### src/rtl/efq_pkg.sv
package efq_pkg;

   // Default geometry of the frame ring.
   localparam int SLOTS_DEFAULT      = 8;
   localparam int SLOT_BYTES_DEFAULT = 2048;

   // Field widths of the request and response transactions.
   localparam int CMD_W     = 2;
   localparam int BYTE_W    = 8;
   localparam int OFFSET_W  = 11;
   localparam int MAXLEN_W  = 12;
   localparam int FLEN_W    = 12;
   localparam int STATUS_W  = 2;
   localparam int QUEUED_W  = 4;
   localparam int ETYPE_W   = 16;

   // Frame rules.
   localparam int MIN_FRAME         = 14;
   localparam int ETYPE_HI_POS      = 12;
   localparam int ETYPE_LO_POS      = 13;
   localparam logic [ETYPE_W-1:0] ETYPE_RESET = 16'h88A4;

   typedef enum logic [CMD_W-1:0] {
      CMD_RX      = 2'd0,
      CMD_READ    = 2'd1,
      CMD_RELEASE = 2'd2
   } cmd_type;

   typedef enum logic [STATUS_W-1:0] {
      STAT_NONE    = 2'd0,
      STAT_EMPTY   = 2'd1,
      STAT_KEPT    = 2'd2,
      STAT_DROPPED = 2'd3
   } status_type;

   // Memory strobes from the queue control to the storage.
   typedef struct packed {
      logic frame_wr;
      logic len_wr;
      logic rd;
   } mem_ctl_type;

   // What the queue control decided for one transaction.
   typedef struct packed {
      status_type          status;
      logic                data_en;
      logic                len_en;
      logic [QUEUED_W-1:0] queued;
   } res_info_type;

endpackage

### src/rtl/efq_ctrl.sv
module efq_ctrl #(
   parameter int SLOTS      = efq_pkg::SLOTS_DEFAULT,
   parameter int SLOT_BYTES = efq_pkg::SLOT_BYTES_DEFAULT,
   parameter int SLOT_W     = $clog2(SLOTS),
   parameter int POS_W      = $clog2(SLOT_BYTES + 1),
   parameter int ADDR_W     = $clog2(SLOTS * SLOT_BYTES)
) (
   input  logic                         clock,
   input  logic                         reset,
   input  logic                         step,
   input  logic [efq_pkg::CMD_W-1:0]    cmd,
   input  logic [efq_pkg::BYTE_W-1:0]   rx_byte,
   input  logic                         rx_last,
   input  logic [efq_pkg::OFFSET_W-1:0] read_offset,
   input  logic                         csr_write,
   input  logic [efq_pkg::ETYPE_W-1:0]  csr_value,
   output efq_pkg::mem_ctl_type         mem_ctl,
   output logic [ADDR_W-1:0]            wr_addr,
   output logic [ADDR_W-1:0]            rd_addr,
   output logic [SLOT_W-1:0]            len_wr_slot,
   output logic [POS_W-1:0]             len_wr_data,
   output logic [SLOT_W-1:0]            len_rd_slot,
   output efq_pkg::res_info_type        res
);

   localparam int CNT_W = $clog2(SLOTS + 1);

   logic [SLOT_W-1:0]          head_ff, head_in;
   logic [SLOT_W-1:0]          tail_ff, tail_in;
   logic [CNT_W-1:0]           count_ff, count_in;
   logic [POS_W-1:0]           rx_count_ff, rx_count_in;
   logic                       high_ok_ff, high_ok_in;
   logic                       match_ff, match_in;
   logic                       overlong_ff, overlong_in;
   logic                       blocked_ff, blocked_in;
   logic [efq_pkg::ETYPE_W-1:0] etype_ff;

   logic             full;
   logic             empty;
   logic [POS_W-1:0] cnt_v;
   logic             high_v;
   logic             match_v;
   logic             overlong_v;
   logic             blocked_v;
   logic             keep;

   assign full  = (count_ff == CNT_W'(SLOTS));
   assign empty = (count_ff == '0);

   // Byte addresses: slot base plus position within the slot. A read offset
   // past the slot only ever lands on bytes that the length check discards.
   assign wr_addr = ADDR_W'(tail_ff) * ADDR_W'(SLOT_BYTES) + ADDR_W'(rx_count_ff);
   assign rd_addr = ADDR_W'(head_ff) * ADDR_W'(SLOT_BYTES) + ADDR_W'(read_offset);
   assign len_wr_slot = tail_ff;
   assign len_rd_slot = head_ff;
   assign len_wr_data = cnt_v;

   always_comb begin
      head_in     = head_ff;
      tail_in     = tail_ff;
      count_in    = count_ff;
      rx_count_in = rx_count_ff;
      high_ok_in  = high_ok_ff;
      match_in    = match_ff;
      overlong_in = overlong_ff;
      blocked_in  = blocked_ff;
      cnt_v       = rx_count_ff;
      high_v      = high_ok_ff;
      match_v     = match_ff;
      overlong_v  = overlong_ff;
      blocked_v   = blocked_ff;
      keep        = 1'b0;
      mem_ctl.frame_wr = 1'b0;
      mem_ctl.len_wr   = 1'b0;
      mem_ctl.rd       = step;
      res.status  = efq_pkg::STAT_NONE;
      res.data_en = 1'b0;
      res.len_en  = 1'b0;
      if (step) begin
         unique case (efq_pkg::cmd_type'(cmd)) inside
            efq_pkg::CMD_RX: begin
               blocked_v = blocked_ff | full;
               if (rx_count_ff >= POS_W'(SLOT_BYTES)) begin
                  overlong_v = 1'b1;
               end else begin
                  mem_ctl.frame_wr = !full;
                  if (rx_count_ff == POS_W'(efq_pkg::ETYPE_HI_POS)) begin
                     high_v = (rx_byte == etype_ff[15:8]);
                  end
                  if (rx_count_ff == POS_W'(efq_pkg::ETYPE_LO_POS)) begin
                     match_v = high_ok_ff && (rx_byte == etype_ff[7:0]);
                  end
                  cnt_v = rx_count_ff + 1'b1;
               end
               if (rx_last) begin
                  keep = (cnt_v >= POS_W'(efq_pkg::MIN_FRAME)) && match_v &&
                         !overlong_v && !blocked_v && !full;
                  if (keep) begin
                     mem_ctl.len_wr = 1'b1;
                     tail_in  = (tail_ff == SLOT_W'(SLOTS - 1)) ? '0 : tail_ff + 1'b1;
                     count_in = count_ff + 1'b1;
                     res.status = efq_pkg::STAT_KEPT;
                  end else begin
                     res.status = efq_pkg::STAT_DROPPED;
                  end
                  rx_count_in = '0;
                  high_ok_in  = 1'b0;
                  match_in    = 1'b0;
                  overlong_in = 1'b0;
                  blocked_in  = 1'b0;
               end else begin
                  rx_count_in = cnt_v;
                  high_ok_in  = high_v;
                  match_in    = match_v;
                  overlong_in = overlong_v;
                  blocked_in  = blocked_v;
               end
            end
            efq_pkg::CMD_READ, efq_pkg::CMD_RELEASE: begin
               if (empty) begin
                  res.status = efq_pkg::STAT_EMPTY;
               end else begin
                  res.len_en = 1'b1;
                  if (efq_pkg::cmd_type'(cmd) == efq_pkg::CMD_READ) begin
                     res.data_en = 1'b1;
                  end else begin
                     head_in  = (head_ff == SLOT_W'(SLOTS - 1)) ? '0 : head_ff + 1'b1;
                     count_in = count_ff - 1'b1;
                  end
               end
            end
            default: begin
               res.status = efq_pkg::STAT_NONE;
            end
         endcase
      end
      res.queued = efq_pkg::QUEUED_W'(count_in);
   end

   always_ff @(posedge clock) begin
      if (reset) begin
         head_ff     <= '0;
         tail_ff     <= '0;
         count_ff    <= '0;
         rx_count_ff <= '0;
         high_ok_ff  <= 1'b0;
         match_ff    <= 1'b0;
         overlong_ff <= 1'b0;
         blocked_ff  <= 1'b0;
         etype_ff    <= efq_pkg::ETYPE_RESET;
      end else begin
         head_ff     <= head_in;
         tail_ff     <= tail_in;
         count_ff    <= count_in;
         rx_count_ff <= rx_count_in;
         high_ok_ff  <= high_ok_in;
         match_ff    <= match_in;
         overlong_ff <= overlong_in;
         blocked_ff  <= blocked_in;
         if (csr_write) begin
            etype_ff <= csr_value;
         end
      end
   end

endmodule

### config.mk
export PLATFORM = sky130hd
export DESIGN_NAME = efq_ctrl
export DESIGN_NICKNAME = d
export VERILOG_FILES = /design/src/rtl/efq_pkg.sv /design/src/rtl/efq_ctrl.sv
export SDC_FILE = /design/constraint.sdc
export NUM_CORES = 1
export LEC_CHECK = 0
export ABC_CLOCK_PERIOD_IN_PS = 7910
export BUFFER_PORTS_ARGS = -buffer_cell sky130_fd_sc_hd__buf_2
export CAP_MARGIN = 20
export CORE_MARGIN = 2
export CORE_UTILIZATION = 55
export CTS_CLUSTER_SIZE = 25
export DETAILED_ROUTE_END_ITERATION = 8
export PLACE_DENSITY_LB_ADDON = 0.1
export RECOVER_POWER = 50
export SLEW_MARGIN = 20
export SYNTH_ARGS = -nofsm -noshare
export SYNTH_HDL_FRONTEND = slang
export SYNTH_SLANG_ARGS = --single-unit
### constraint.sdc
create_clock -name clock -period 7.91 [get_ports clock]
set_input_delay 1.1865 -clock clock [delete_from_list [all_inputs] [get_ports clock]]
set_output_delay 1.1865 -clock clock [all_outputs]
set_load 0.05 [all_outputs]
# Yosys cells after proc, flatten, opt, wreduce, memory -nomap -nowiden
# Index checks and enable logic that the tools add are counted.
# totals
elab_cells,87
register_bits,42
# op_classes
order_cmp,2
n_eq_ne,10
n_mux,40
n_reduce_logical,16
add_sub_neg,7
n_bitwise,3
# ops
op,n
$mux 12,6
$eq 12x4->1 const B,2
$mux 4,6
$mux 1,19
$eq 8x8->1,2
$add 14x11->14,1
$add 14x12->14,1
$add 12x1->12 const B,1
$ge 12x12->1 const B,1
$ge 12x4->1 const B,1
$reduce_and 4->1,3
$mux 2,5
$pmux 4 s2,1
$add 3x1->3 const B,2
$eq 3x3->1 const B,2
$mux 3,2
$logic_and 1x1->1,5
$add 4x1->4 const B,1
$eq 4x4->1 const B,1
$logic_not 4->1,1
$pmux 2 s2,1
$sub 4x1->4 const B,1
$logic_not 1->1,3
$eq 2x1->1 const B,1
other kinds (8),9

# Logic depth before layout (Yosys ltp)
# logic_depth
ltp_word,14
depth_mapped,9

# Worst setup path before layout
# Ideal clock, no wire load.
# synth_timing
path_kind,input-to-output
startpoint,input port rx_byte[6] (netlist bit)
endpoint,output port res[0] (netlist bit)
required_ns,6.724
path_stages,7
path_buffers,0
slack_ns,3.311
arrival_time_ns,3.412
path_cell_list,xnor2_1 nand3_1 o41ai_4 nand2_2 a21oi_2 a32oi_1 o31ai_1
# synth_lines
item,line_no,rtl
from (decl),efq_ctrl.sv:12,"input logic [efq_pkg::BYTE_W-1:0] rx_byte,"
to (decl),efq_ctrl.sv:23,output efq_pkg::res_info_type res

==> flow_summary_export.csv <==
group,metric,value,unit
outcome,outcome,"finished clean",
sta,fmax,225.8,MHz
power_and_ir_drop,leakage,1.460,nW
die,fp.dieH,77.63,um
layout,area_delta_synth_final,8.309,%
grt,grt_use_total,0.2310,
power_and_ir_drop,power_density,132.5,mW/mm^2
sta,hold_viol,0,
die,initial_core_util,0.5764,
clock_tree,cts_root_buffer,"clkbuf_8",
sta,rsz0062_at_grt,"no",
worst_hold_path,hold_class,"flop to flop",
layout,final_common_cell,"buf_2",
die,ios,99,
setup_path,worstSetupEndpointType,"output port",
setup_path,arrival,3240,ps
layout,final_layout_size_suffix_gt1_frac,0.1864,
synth,ys_async_sr_fraction,0,
sta,finalSetupViolCount,0,
sta,whs,489.9,ps
die,rows,26,
die,fp.dieArea,0.006026,mm^2
drt,num_vias,2576,
worst_hold_path,hold_start,"match_ff",
grt,grt_pass1_wl,11300,um
clock_tree,cts_tree,"yes",
synth,synth_nets,416,
synth,seq_area_frac_synth,0.2820,
drt,first_pass_iters,4,
grt,grt_antenna_before_repair,0,
synth,ys_seq_elements,42,
setup_path,cp_max_fo,7,
setup_path,critPathLaunchType,"flop",
clock_tree,holdBufCountCts,0,
die,core_area,0.005172,mm^2
clock_tree,cts.repair.resized,0,
synth,syn_area_per_cell,8.282,um^2
grt,grt_start_max_net_pins,29,
synth,netlist_instances,360,
sta,fin_setup_tns,0,ps
setup_path,crit_chain,"ha_1, and4b_1, and3_1, o2111ai_1, a211oi_2, a21oi_1, a21bo_2, a21oi_1, buf_2",
synth,syn_area,0.002982,mm^2
synth,synth_top_area_cell,"dfxtp_1",
clock_tree,postCtsSetupBuffers,0,
setup_path,crit_required,6720,ps
sta,clock-skew-final,2.963,ps
synth,synth_top_area_share,0.2820,
synth,synthDistinctLibCells,55,
sta,slew_headroom,0.2613,
worst_hold_path,holdPathStages,2,
setup_path,cpPeakStageDelay,530,ps
clock_tree,cts_buffer_depth,2,
clock_tree,clkTransAtPathRegs,90,ps
placed_design,place_inst,459,
synth,synth-edff-count,0,
drt,via_per_inst,5.516,
grt,grt_overflow_total,0,
layout,final_cell_mix,"55 x buf_2, 42 x dfxtp_1, 36 x nor2_1",
layout,final_nets,452,
placed_design,portBuffers,76,
setup_path,reg2reg_from,"rx_count_ff[0]",
setup_path,slowest_stage,"a211oi_2",
sta,fin_crit,4428,ps
layout,insertedDiodeCount,0,
drt,drc,0,
setup_path,crit_family,"compound AO/OA/AOI/OAI gates",
clock_tree,htreeDepth,2,
setup_path,r2r_end,"count_ff[1]",
setup_path,worstRegToRegCells,8,
placed_design,place_congestion,0.8879,
clock_tree,cts.sinks,42,
synth,synth_top_cells_by_area,"dfxtp_1 28%, mux2i_1 6.7%, buf_4 6.5%",
setup_path,cp_num_buf_inv,1,
grt,grt_pass1_vias,2476,
run,maxCapViolCount,0,
drt,wl_per_cell,14.40,um
worst_hold_path,hold_end,"match_ff",
sta,slew_viol_final,0,
clock_tree,numCtsBuffers,5,
sta,period_share,0.5599,
placed_design,hpwl,4929,um
power_and_ir_drop,ir_drop,0.0001516,V
drt,ant_nets,0,
setup_path,path_class,"flop to output port",
die,fp.dieW,77.63,um
synth,yosysWarnings,0,
drt,first_iter_violations,99,
setup_path,r2r_slack,5220,ps
sta,worst_pin_slew,1108,ps
setup_path,critical_path_depth,9,
clock_tree,clkLatencyLatePin,310,ps
synth,synth_top_flop_cell,"dfxtp_1",
placed_design,dp_slack,3688,ps
sta,fin_ws,3482,ps
setup_path,crit_top_cell,"a21oi_1",
drt,drt_wl_total,6725,um
layout,stdcell_count,467,
power_and_ir_drop,p_total,428.0,uW
==> worst min-delay path, stage by stage (launching register included) <==
cell and delay (ps):
dfxtp_1 320, o21ai_0 70, a21oi_1 60
==> cell type report <==
class	count	area [um^2]
clock buffer	5	68.82
clock inverter	3	23.77
fill	479	1943
inverter	11	41.29
multi-input combinational	260	1813
sequential	42	840.8
tap	70	87.58
timing repair buffer	76	354.1
==> registers in the layout (all words and copies together), names as in the netlist <==
signal	count
match_ff	1
high_ok_ff	1
len_rd_slot	3
rx_count_ff	12
overlong_ff	1
len_wr_slot	3
etype_ff	16
count_ff	4
blocked_ff	1
==> worst max-delay path by stage <==
| stage | startpoint | to | slack, ps |
|---|---|---|---|
| 4_1_cts | rx_count_ff[0] | res[2] | 3500 |
| 3_5_place_dp | rx_byte[4] | res[0] | 3690 |
| 2_1_floorplan | rx_byte[6] | res[0] | 3310 |
| 3_3_place_gp | rx_byte[4] | res[0] | 3720 |
| 6_report | rx_count_ff[0] | res[2] | 3480 |
| 5_1_grt | rx_count_ff[0] | res[2] | 3330 |
==> per-layer routing <==
| metal | vias to the layer above | GRT usage | wire [um] |
|---|---|---|---|
| li1 | 1307 | - | - |
| met1 | 1170 | 0.2871 | 3045 |
| met2 | 86 | 0.3957 | 3153 |
| met3 | 13 | 0.04767 | 417 |
| met4 | 0 | 0.07857 | 108 |
| met5 | - | 0 | 0 |
==> per-stage QoR <==
stage | area, um^2 | util
floorplan | 2982 | -
global placement | 3163 | 0.6115
detailed placement | 3163 | 0.6115
CTS | 3256 | 0.6294
global route | 3229 | 0.6243
finish | 3229 | 0.6243
==> synth_stat cells (3+ instances only) <==
cell      count
dfxtp_1      42
nor2_1       36
nand2_1      27
buf_4        26
xnor2_1      22
mux2i_1      20
a21oi_1      16
ha_1         14
o21ai_0      14
clkbuf_1     13
inv_1        11
nand3_1      11
nor3_1       10
and3_1        9
nor2b_1       8
xor2_1        7
nand4_1       5
a31oi_1       4
and2_1        4
buf_2         4
nand4b_1      4
or3_1         4
a211oi_1      3
a21o_1        3
buf_1         3
or4_1         3
==> logic make-up after synthesis <==
group / Yosys count / share of synthesized area
AOI/OAI and AO/OA: 59 / 0.1427
xor gates and xnor gates: 29 / 0.08519
adders and majority gates: 14 / 0.05875
buffers and inverters: 58 / 0.1099
DFF: 42 / 0.2820
muxes: 20 / 0.06714
and+or+nand+nor: 138 / 0.2543
==> power breakdown <==
part           switching, mW  internal (mW)
registers            0.00384          0.216
logic                 0.0354         0.0219
clock network         0.0871         0.0633
(Power assumes the default switching activity.)
